**src/hdl/smcs_pkg.sv**
```systemverilog
package smcs_pkg;

    localparam int ROW_W      = 7;
    localparam int VAL_W      = 32;
    localparam int CELL_W     = 2 * ROW_W;
    localparam int OUT_CNT_W  = 7;
    localparam int CFG_IDX_W  = 2;
    localparam int CFG_DATA_W = 32;

    typedef enum logic [1:0] {
        ACT_PUT  = 2'd0,
        ACT_GET  = 2'd1,
        ACT_HAS  = 2'd2,
        ACT_NONE = 2'd3
    } t_action;

    typedef enum logic [1:0] {
        ST_OK       = 2'd0,
        ST_RANGE    = 2'd1,
        ST_NO_SPACE = 2'd2,
        ST_BAD_DIM  = 2'd3
    } t_status;

    localparam logic [CFG_IDX_W-1:0] CFG_ROW_COUNT    = 2'd0;
    localparam logic [CFG_IDX_W-1:0] CFG_COLUMN_COUNT = 2'd1;
    localparam logic [CFG_IDX_W-1:0] CFG_DEFAULT      = 2'd2;

    typedef struct packed {
        logic    latch;
        logic    scan;
        logic    shift_start;
        logic    shift;
        logic    write_hit;
        logic    append;
        logic    dec_count;
        logic    out_load;
        t_status status;
    } t_cmd;

    typedef struct packed {
        t_action action;
        logic    bad_dims;
        logic    in_range;
        logic    cnt_zero;
        logic    space;
        logic    val_default;
        logic    hit;
        logic    scan_end;
        logic    shift_busy;
        logic    out_free;
    } t_sts;

endpackage

```
**src/hdl/smcs_ram.sv**
```systemverilog
module smcs_ram #(
    parameter int WIDTH  = 8,
    parameter int DEPTH  = 16,
    parameter int ADDR_W = (DEPTH > 1) ? $clog2(DEPTH) : 1
) (
    input  logic              i_clk,
    input  logic              i_we,
    input  logic [ADDR_W-1:0] i_waddr,
    input  logic [WIDTH-1:0]  i_wdata,
    input  logic [ADDR_W-1:0] i_raddr,
    output logic [WIDTH-1:0]  o_rdata
);

    logic [WIDTH-1:0] r_mem [DEPTH];
    logic [WIDTH-1:0] r_rdata;

    always_ff @(posedge i_clk) begin
        if (i_we) begin
            r_mem[i_waddr] <= i_wdata;
        end
        r_rdata <= r_mem[i_raddr];
    end

    assign o_rdata = r_rdata;

endmodule

```
**src/hdl/smcs_datapath.sv**
```systemverilog
module smcs_datapath #(
    parameter int CAPACITY = 64
) (
    input  logic                                   i_clk,
    input  logic                                   i_rst_n,
    input  smcs_pkg::t_cmd                         i_cmd,
    output smcs_pkg::t_sts                         o_sts,
    input  logic                                   i_cfg_we,
    input  logic [smcs_pkg::CFG_IDX_W-1:0]         i_cfg_index,
    input  logic [smcs_pkg::CFG_DATA_W-1:0]        i_cfg_data,
    input  smcs_pkg::t_action                      i_action,
    input  logic [smcs_pkg::ROW_W-1:0]             i_row,
    input  logic [smcs_pkg::ROW_W-1:0]             i_column,
    input  logic signed [smcs_pkg::VAL_W-1:0]      i_value,
    output logic                                   o_out_valid,
    input  logic                                   i_out_stall,
    output logic signed [smcs_pkg::VAL_W-1:0]      o_read_value,
    output logic                                   o_found,
    output logic [1:0]                             o_status,
    output logic [smcs_pkg::OUT_CNT_W-1:0]         o_entry_count
);
    import smcs_pkg::*;

    localparam int IDX_W = (CAPACITY > 1) ? $clog2(CAPACITY) : 1;
    localparam int CNT_W = $clog2(CAPACITY + 1);
    localparam int ENT_W = 2 * ROW_W + VAL_W;
    localparam logic [31:0] CAP_L = 32'(CAPACITY);

    logic [ROW_W-1:0]        r_row_count;
    logic [ROW_W-1:0]        r_column_count;
    logic signed [VAL_W-1:0] r_default;

    t_action                 r_action;
    logic [ROW_W-1:0]        r_row;
    logic [ROW_W-1:0]        r_column;
    logic signed [VAL_W-1:0] r_value;

    logic [CNT_W-1:0]        r_count;
    logic [CNT_W-1:0]        r_idx;
    logic                    r_pend;
    logic [CNT_W-1:0]        r_pend_idx;
    logic                    r_hit;
    logic signed [VAL_W-1:0] r_hit_value;

    logic                    r_out_valid;
    logic signed [VAL_W-1:0] r_out_read_value;
    logic                    r_out_found;
    t_status                 r_out_status;
    logic [OUT_CNT_W-1:0]    r_out_count;

    logic [CELL_W-1:0]          cells;
    logic                       bad_dims;
    logic                       in_range;
    logic                       more;
    logic                       issue;
    logic                       is_match;
    logic                       hit;
    logic [ENT_W-1:0]           rdata;
    logic [ROW_W-1:0]           ent_row;
    logic [ROW_W-1:0]           ent_col;
    logic [VAL_W-1:0]           ent_val;
    logic                       we;
    logic [IDX_W-1:0]           waddr;
    logic [ENT_W-1:0]           wdata;
    logic [CNT_W-1:0]           pend_prev;
    logic [CNT_W+OUT_CNT_W-1:0] count_wide;
    logic signed [VAL_W-1:0]    next_read_value;

    assign cells    = CELL_W'(r_row_count) * CELL_W'(r_column_count);
    assign bad_dims = 32'(cells) > CAP_L;
    assign in_range = (r_row != '0) && (r_row <= r_row_count)
                   && (r_column != '0) && (r_column <= r_column_count);

    assign ent_row = rdata[ENT_W-1 -: ROW_W];
    assign ent_col = rdata[VAL_W +: ROW_W];
    assign ent_val = rdata[VAL_W-1:0];

    assign is_match = (r_action == ACT_HAS) ? (ent_val == r_value)
                    : ((ent_row == r_row) && (ent_col == r_column));
    assign hit   = r_pend && is_match;
    assign more  = r_idx < r_count;
    assign issue = (i_cmd.scan || i_cmd.shift) && more;

    assign pend_prev = r_pend_idx - CNT_W'(1);

    always_comb begin
        we    = 1'b0;
        waddr = r_count[IDX_W-1:0];
        wdata = {r_row, r_column, r_value};
        if (i_cmd.write_hit) begin
            we    = 1'b1;
            waddr = r_pend_idx[IDX_W-1:0];
        end else if (i_cmd.append) begin
            we    = 1'b1;
        end else if (i_cmd.shift && r_pend) begin
            we    = 1'b1;
            waddr = pend_prev[IDX_W-1:0];
            wdata = rdata;
        end
    end

    smcs_ram #(
        .WIDTH (ENT_W),
        .DEPTH (CAPACITY)
    ) u_entries (
        .i_clk   (i_clk),
        .i_we    (we),
        .i_waddr (waddr),
        .i_wdata (wdata),
        .i_raddr (r_idx[IDX_W-1:0]),
        .o_rdata (rdata)
    );

    assign o_sts.action      = r_action;
    assign o_sts.bad_dims    = bad_dims;
    assign o_sts.in_range    = in_range;
    assign o_sts.cnt_zero    = (r_count == '0);
    assign o_sts.space       = 32'(r_count) < 32'(cells);
    assign o_sts.val_default = (r_value == r_default);
    assign o_sts.hit         = hit;
    assign o_sts.scan_end    = r_pend && ((r_pend_idx + CNT_W'(1)) == r_count);
    assign o_sts.shift_busy  = more || r_pend;
    assign o_sts.out_free    = !r_out_valid || !i_out_stall;

    always_comb begin
        next_read_value = '0;
        if ((r_action == ACT_GET) && (i_cmd.status == ST_OK)) begin
            next_read_value = r_hit ? r_hit_value : r_default;
        end
    end

    assign count_wide = {{OUT_CNT_W{1'b0}}, r_count};

    always_ff @(posedge i_clk) begin
        if (!i_rst_n) begin
            r_row_count    <= '0;
            r_column_count <= '0;
            r_default      <= '0;
            r_count        <= '0;
            r_idx          <= '0;
            r_pend         <= 1'b0;
            r_hit          <= 1'b0;
            r_out_valid    <= 1'b0;
        end else begin
            if (i_cfg_we) begin
                case (i_cfg_index)
                    CFG_ROW_COUNT:    r_row_count    <= i_cfg_data[ROW_W-1:0];
                    CFG_COLUMN_COUNT: r_column_count <= i_cfg_data[ROW_W-1:0];
                    CFG_DEFAULT:      r_default      <= $signed(i_cfg_data[VAL_W-1:0]);
                    default: ;
                endcase
            end
            if (i_cmd.latch) begin
                r_idx  <= '0;
                r_pend <= 1'b0;
                r_hit  <= 1'b0;
            end else if (i_cmd.shift_start) begin
                r_idx  <= r_pend_idx + CNT_W'(1);
                r_pend <= 1'b0;
            end else if (i_cmd.scan || i_cmd.shift) begin
                if (issue) begin
                    r_idx <= r_idx + CNT_W'(1);
                end
                r_pend <= issue;
            end
            if (i_cmd.scan && hit) begin
                r_hit <= 1'b1;
            end
            if (i_cmd.append) begin
                r_count <= r_count + CNT_W'(1);
            end else if (i_cmd.dec_count) begin
                r_count <= r_count - CNT_W'(1);
            end
            if (i_cmd.out_load) begin
                r_out_valid <= 1'b1;
            end else if (!i_out_stall) begin
                r_out_valid <= 1'b0;
            end
        end
    end

    always_ff @(posedge i_clk) begin
        if (i_cmd.latch) begin
            r_action <= i_action;
            r_row    <= i_row;
            r_column <= i_column;
            r_value  <= i_value;
        end
        if ((i_cmd.scan || i_cmd.shift) && !i_cmd.shift_start && !i_cmd.latch) begin
            r_pend_idx <= r_idx;
        end
        if (i_cmd.scan && hit) begin
            r_hit_value <= $signed(ent_val);
        end
        if (i_cmd.out_load) begin
            r_out_read_value <= next_read_value;
            r_out_found      <= (r_action == ACT_HAS) && (i_cmd.status == ST_OK) && r_hit;
            r_out_status     <= i_cmd.status;
            r_out_count      <= count_wide[OUT_CNT_W-1:0];
        end
    end

    assign o_out_valid   = r_out_valid;
    assign o_read_value  = r_out_read_value;
    assign o_found       = r_out_found;
    assign o_status      = r_out_status;
    assign o_entry_count = r_out_count;

    a_count_bound: assert property (@(posedge i_clk) disable iff (!i_rst_n)
        32'(r_count) <= CAP_L)
        else $error("entry count exceeds capacity");

    a_write_hit_pending: assert property (@(posedge i_clk) disable iff (!i_rst_n)
        i_cmd.write_hit |-> r_pend)
        else $error("overwrite issued without a compared entry");

    a_shift_no_underflow: assert property (@(posedge i_clk) disable iff (!i_rst_n)
        (i_cmd.shift && r_pend) |-> (r_pend_idx != '0))
        else $error("compaction would write below slot zero");

endmodule

```
**src/hdl/smcs_ctrl.sv**
```systemverilog
module smcs_ctrl (
    input  logic           i_clk,
    input  logic           i_rst_n,
    input  logic           i_in_valid,
    output logic           o_in_stall,
    input  smcs_pkg::t_sts i_sts,
    output smcs_pkg::t_cmd o_cmd
);
    import smcs_pkg::*;

    typedef enum logic [4:0] {
        S_IDLE   = 5'b00001,
        S_DECIDE = 5'b00010,
        S_SEARCH = 5'b00100,
        S_SHIFT  = 5'b01000,
        S_RESP   = 5'b10000
    } t_state;

    t_state  r_state;
    t_state  n_state;
    t_status r_status;
    t_status n_status;
    t_cmd    cmd;
    logic    miss_append;
    t_status miss_status;

    assign miss_append = (i_sts.action == ACT_PUT) && i_sts.space && !i_sts.val_default;
    assign miss_status = ((i_sts.action == ACT_PUT) && !i_sts.space) ? ST_NO_SPACE : ST_OK;

    always_comb begin
        n_state    = r_state;
        n_status   = r_status;
        cmd        = '0;
        cmd.status = r_status;
        case (r_state)
            S_IDLE: begin
                if (i_in_valid) begin
                    cmd.latch = 1'b1;
                    n_state   = S_DECIDE;
                end
            end
            S_DECIDE: begin
                n_state  = S_RESP;
                n_status = ST_OK;
                if (i_sts.bad_dims) begin
                    n_status = ST_BAD_DIM;
                end else if (i_sts.action == ACT_NONE) begin
                    n_status = ST_OK;
                end else if ((i_sts.action != ACT_HAS) && !i_sts.in_range) begin
                    n_status = ST_RANGE;
                end else if (i_sts.cnt_zero) begin
                    cmd.append = miss_append;
                    n_status   = miss_status;
                end else begin
                    n_state = S_SEARCH;
                end
            end
            S_SEARCH: begin
                cmd.scan = 1'b1;
                if (i_sts.hit) begin
                    n_status = ST_OK;
                    n_state  = S_RESP;
                    if (i_sts.action == ACT_PUT) begin
                        if (i_sts.val_default) begin
                            cmd.shift_start = 1'b1;
                            n_state         = S_SHIFT;
                        end else begin
                            cmd.write_hit = 1'b1;
                        end
                    end
                end else if (i_sts.scan_end) begin
                    cmd.append = miss_append;
                    n_status   = miss_status;
                    n_state    = S_RESP;
                end
            end
            S_SHIFT: begin
                cmd.shift = 1'b1;
                if (!i_sts.shift_busy) begin
                    cmd.dec_count = 1'b1;
                    n_state       = S_RESP;
                end
            end
            S_RESP: begin
                if (i_sts.out_free) begin
                    cmd.out_load = 1'b1;
                    n_state      = S_IDLE;
                end
            end
            default: begin
                n_state = S_IDLE;
            end
        endcase
    end

    always_ff @(posedge i_clk) begin
        if (!i_rst_n) begin
            r_state  <= S_IDLE;
            r_status <= ST_OK;
        end else begin
            r_state  <= n_state;
            r_status <= n_status;
        end
    end

    assign o_in_stall = (r_state != S_IDLE);
    assign o_cmd      = cmd;

    a_shift_only_on_put: assert property (@(posedge i_clk) disable iff (!i_rst_n)
        (r_state == S_SHIFT) |-> (i_sts.action == ACT_PUT))
        else $error("compaction running for an item that is not a put");

    a_load_when_free: assert property (@(posedge i_clk) disable iff (!i_rst_n)
        cmd.out_load |-> i_sts.out_free)
        else $error("result loaded over a transaction still waiting");

    a_busy_after_accept: assert property (@(posedge i_clk) disable iff (!i_rst_n)
        $rose(o_in_stall) |-> $past(i_in_valid))
        else $error("controller left idle without an accepted transaction");

endmodule

```
**src/hdl/sparse_matrix_coordinate_store_core.sv**
```systemverilog
// Sparse matrix store holding up to CAPACITY (row, column, value) entries in a packed list,
// with every unlisted cell reading as the configured default value. Items are taken one at a
// time: a rejected item, or one that meets an empty list, goes from the decide state straight
// to its result; a put, get or contains item otherwise searches the list entry by entry up to
// and including a match (the whole stored count on a miss). A put that deletes an entry then
// moves every later entry down one slot before its result is offered. The pace is set by the
// entry memory, which gives one registered read per cycle. A finished result waits in an
// output register, so the next transaction is accepted while it is held.
module sparse_matrix_coordinate_store_core #(
    parameter int CAPACITY = 64
) (
    input  logic                                   i_clk,
    input  logic                                   i_rst_n,
    input  logic                                   i_cfg_we,
    input  logic [smcs_pkg::CFG_IDX_W-1:0]         i_cfg_index,
    input  logic [smcs_pkg::CFG_DATA_W-1:0]        i_cfg_data,
    input  logic                                   i_in_valid,
    output logic                                   o_in_stall,
    input  logic [1:0]                             i_action,
    input  logic [smcs_pkg::ROW_W-1:0]             i_row,
    input  logic [smcs_pkg::ROW_W-1:0]             i_column,
    input  logic signed [smcs_pkg::VAL_W-1:0]      i_value,
    output logic                                   o_out_valid,
    input  logic                                   i_out_stall,
    output logic signed [smcs_pkg::VAL_W-1:0]      o_read_value,
    output logic                                   o_found,
    output logic [1:0]                             o_status,
    output logic [smcs_pkg::OUT_CNT_W-1:0]         o_entry_count
);
    import smcs_pkg::*;

    t_cmd cmd;
    t_sts sts;

    smcs_ctrl u_ctrl (
        .i_clk      (i_clk),
        .i_rst_n    (i_rst_n),
        .i_in_valid (i_in_valid),
        .o_in_stall (o_in_stall),
        .i_sts      (sts),
        .o_cmd      (cmd)
    );

    smcs_datapath #(
        .CAPACITY (CAPACITY)
    ) u_datapath (
        .i_clk         (i_clk),
        .i_rst_n       (i_rst_n),
        .i_cmd         (cmd),
        .o_sts         (sts),
        .i_cfg_we      (i_cfg_we),
        .i_cfg_index   (i_cfg_index),
        .i_cfg_data    (i_cfg_data),
        .i_action      (t_action'(i_action)),
        .i_row         (i_row),
        .i_column      (i_column),
        .i_value       (i_value),
        .o_out_valid   (o_out_valid),
        .i_out_stall   (i_out_stall),
        .o_read_value  (o_read_value),
        .o_found       (o_found),
        .o_status      (o_status),
        .o_entry_count (o_entry_count)
    );

endmodule
```
**config.mk**
```make
export PLATFORM = sky130hd
export DESIGN_NAME = sparse_matrix_coordinate_store_core
export DESIGN_NICKNAME = d
export VERILOG_FILES = /design/src/hdl/smcs_pkg.sv /design/src/hdl/smcs_ram.sv /design/src/hdl/smcs_datapath.sv /design/src/hdl/smcs_ctrl.sv /design/src/hdl/sparse_matrix_coordinate_store_core.sv
export SDC_FILE = /design/constraint.sdc
export NUM_CORES = 2
export LEC_CHECK = 0
export BUFFER_PORTS_ARGS = -buffer_cell sky130_fd_sc_hd__buf_2
export CAP_MARGIN = 30
export CORE_MARGIN = 5
export CORE_UTILIZATION = 32
export DETAILED_ROUTE_END_ITERATION = 10
export GPL_TIMING_DRIVEN = 0
export PLACE_DENSITY = 0.52
export RECOVER_POWER = 100
export REMOVE_ABC_BUFFERS = 1
export SKIP_CTS_REPAIR_TIMING = 1
export SYNTH_ARGS = -nofsm -noshare
export SYNTH_HDL_FRONTEND = slang
export SYNTH_SLANG_ARGS = --single-unit
```
**constraint.sdc**
```tcl
create_clock -name i_clk -period 21.5 [get_ports i_clk]
set_input_delay 6.45 -clock i_clk [delete_from_list [all_inputs] [get_ports i_clk]]
set_output_delay 6.45 -clock i_clk [all_outputs]
set_load 0.03 [all_outputs]
```
==> impl_results.md <==
* Outcome: finished with violations
* Failing checks: capacitance limit, slew limit
* Worst-Skew Late Latency at around 0.9 ns
* Min-delay worst type: reg -> reg
* CP Launch Type: flop
* Distinct cell type count after synthesis at 70
* Vias in the first global route at roughly 62000
* Period utilization at 0.604
* Fmax at 77.0 MHz
* # setup viols final at 0
* Remaining global-route overflow at 0
* Yosys top cell by area: edfxtp_1
* Simple-Gate Fraction of Synth Area at 0.0211
* Power density cells at approximately 90 mW/mm2
* TritonRoute pass-1 iters at 5
* Pleak at 0.0425 uW
* Clock slew at reported path FFs at roughly 0.060 ns
* Final #Nets at approximately 6200
* Worst-path maximum fanout at 14
* Post-DR wirelength/cell at between 30 and 40 um
* Syn Inst Count at around 5500
* Die area at ~0.4 mm2
* Gpl congestion at roughly 0.8
* Compound-Gate Fraction of Synth Area at 0.00931
* Largest net degree at the start of global routing at 65
* Site row count at approximately 230
* Critical path required time at roughly 22 ns
* Storage cell area at 0.0946 mm2
* Ys flop type: edfxtp_1
* Sink Count at approximately 3200
* Synth Cell Area at around 0.12 mm2
* Clk_skew at about 0.086 ns
* Total track usage at 0.191
* Chip Height at about 630 um
* Mux share of post-synthesis cell area at 0.180
* Reg2Reg Depth at 22
* Area taken by multi-input logic gates at 0.0283 mm2
* CP Capture Type: flop
* Post-route minimum period at between 10 and 15 ns
* Worst vdd ir at 0.0554 mV
* Slew HR at -1.45
* Main combinational cell family by area after synthesis: multiplexers
* Hold Path Depth at 2
* Drt via density at ~5.4
* Synthesized flop and latch total at 3189
* Worst slew pin tran at 3.67 ns
* Top cells by area, synth: edfxtp_1 74%, mux4_2 18%, dfxtp_1 1.9%
* I/O Pins at 131
* Post-synth EDFFs at between 3000 and 4000
* XOR/XNOR Fraction of Synth Area at 0.00762
* Post-synth top area share at 0.743
* CTS tree: done
* Via count at between 60000 and 70000
* Register-to-register setup slack at 8.51 ns
* Fin. Hold Viols at 0
* Register area share after synthesis at 0.762
* Layout cells sized above 1 at 0.253
* WHS at just under 0.5 ns
* Core area at just under 0.4 mm2
* Starting DRC count in detailed routing at 7769
* Setup ws final at between 8 and 9 ns
* Post-synthesis adder-cell area fraction at 0.0108
* Mapped Avg Cell Area at ~23 um2
* Inserted Clock Buffers at between 300 and 400
* Initial antenna violation count at 16
* Final ANT Viol Nets at 0
* Slew Limit Fails at 6159
* Area delta synth->final at 15.1%
* Most frequent cell after synthesis: edfxtp_1
* Commonest cells in the netlist: 3073 x edfxtp_1, 966 x mux4_2, 259 x nand2_1
* Max Cap Viol at ~270
* Clock Path Buffers at 4
* Setup CP Type: reg -> reg
* Worst Path Arrival at 13.43 ns
* PortBufs at 130
* Yosys Warn Count at 0
* Starting density of the core at 0.322
* Hold path endpoint: u_datapath.r_default[19]
* WL final at about 400 mm
* Setup WS pre-CTS at approximately 14 ns
* Dpl hpwl at 259 mm
* Worst reg2reg startpoint: u_datapath.r_row_count[4]
* Die W at about 630 um
* Root Driver: clkbuf_16
* Worst min-delay path startpoint: u_datapath.r_default[19]
* Fillers at between 30000 and 40000
* CTS H-tree depth at 5
* Ys async rst share at 0
* Worst r2r dst: u_datapath.u_entries.r_mem[0][11]
* First-pass GRT wire length at 528 mm
* Unrepaired setup endpoints after global routing: no
* # DRC at 0
==> layout by cell type, fill, tap and decap left out, types with 28 or more instances in the layout <==
master | synthesis | routed
edfxtp_1 | 3073 | 3073
mux4_2 | 966 | 966
clkbuf_1 | 181 | 416
clkbuf_16 | 0 | 334
nand2_1 | 259 | 252
nor2_1 | 190 | 190
dfxtp_1 | 116 | 115
buf_2 | 2 | 72
a21oi_1 | 70 | 70
ha_1 | 67 | 67
xor2_1 | 60 | 60
inv_1 | 58 | 57
mux2i_1 | 53 | 53
xnor2_1 | 48 | 48
clkinv_2 | 0 | 41
clkinv_1 | 1 | 40
buf_16 | 0 | 38
clkbuf_8 | 0 | 28
==> registers in the layout (all words and copies together) (netlist names), 32 cells and up <==
name                          flops
u_datapath.u_entries.r_mem     2944
u_datapath.u_entries.o_rdata     46
u_datapath.r_value               32
u_datapath.r_hit_value           32
u_datapath.o_read_value          32
u_datapath.r_default             32
==> layout make-up <==
type,instances,share of cell area
antenna,9,0.000158
clock buffer,442,0.0633
clock inverter,150,0.0104
inverter,59,0.00157
multi-input combinational,1977,0.198
sequential,3189,0.662
tap,5175,0.0453
timing repair buffer,458,0.0198
==> where the power goes <==
part / total [uW] / switching (uW) / internal, uW
registers: 6980 / 37.9 / 6950
logic: 281 / 243 / 37.8
clock network: 5660 / 2400 / 3260
==> critical path, stage by stage (launching register included) <==
cell and delay [ns]:
dfxtp_1 0.34, inv_1 0.23, nor2_1 0.12, fa_1 0.51, inv_1 0.05, fa_1 0.53, inv_1 0.05, fa_1 0.48
inv_1 0.05, fa_1 0.47, inv_1 0.04, ha_1 0.35, nand4_1 0.26, a2111oi_0 0.65, mux2i_1 0.15, o311ai_0 1.47
a211o_1 0.32, o21a_1 0.33, o211ai_1 0.43, nor2_1 1.98, clkbuf_1 1.11, clkbuf_1 1.28, clkbuf_1 1.24
==> metal layers <==
| metal | global-route usage | share of wire | vias to the layer above | wire length (um) |
|---|---|---|---|---|
| met1 | 0.242 | 0.37 | 33500 | 145000 |
| met5 | 0 | 0.000069 | - | 27 |
| li1 | - | - | 24100 | - |
| met3 | 0.0312 | 0.077 | 848 | 29800 |
| met2 | 0.322 | 0.49 | 2930 | 192000 |
| met4 | 0.0861 | 0.058 | 4 | 22400 |
==> through the flow <==
step	instances	setup TNS, ns	total power, uW	area (um2)	util
after floorplan	5225	-649.08	7220	123000	-
after global placement	10500	-1721.84	7370	130000	0.337
after detailed placement	10800	0	7400	138000	0.357
after CTS	11400	0	13000	149000	0.384
after global routing	11500	0	13300	143000	0.370
final	11500	0	12900	143000	0.370
==> logic make-up (layout without fill, tap and decap cells) <==
family / count (synthesis) / count (layout)
adders and majority gates: 92 / 92
buffers and inverters: 321 / 1109
AOI/OAI and AO/OA: 162 / 162
DFF: 3189 / 3189
other: 0 / 9
and+or+nand+nor: 594 / 594
muxes: 1021 / 1021
xor gates and xnor gates: 108 / 108
==> worst max-delay path by stage <==
stage | depth (start not counted) | from | endpoint | slack, ns
3_3_place_gp | 0 | u_datapath.r_idx[0] | u_datapath.r_pend_idx[0] | -29.23
6_report | 22 | u_datapath.r_row_count[4] | u_datapath.u_entries.r_mem[0][11] | 8.51
2_1_floorplan | 0 | u_datapath.r_idx[0] | u_datapath.r_pend_idx[0] | -12.13
4_1_cts | 3 | u_ctrl.r_state[1] | o_in_stall | 13.00
5_1_grt | 7 | u_datapath.r_idx[0] | u_datapath.u_entries.o_rdata[24] | 6.94
3_5_place_dp | 4 | i_in_valid | u_datapath.r_value[31] | 13.54
Note: power is estimated with default switching activity, not from simulation.
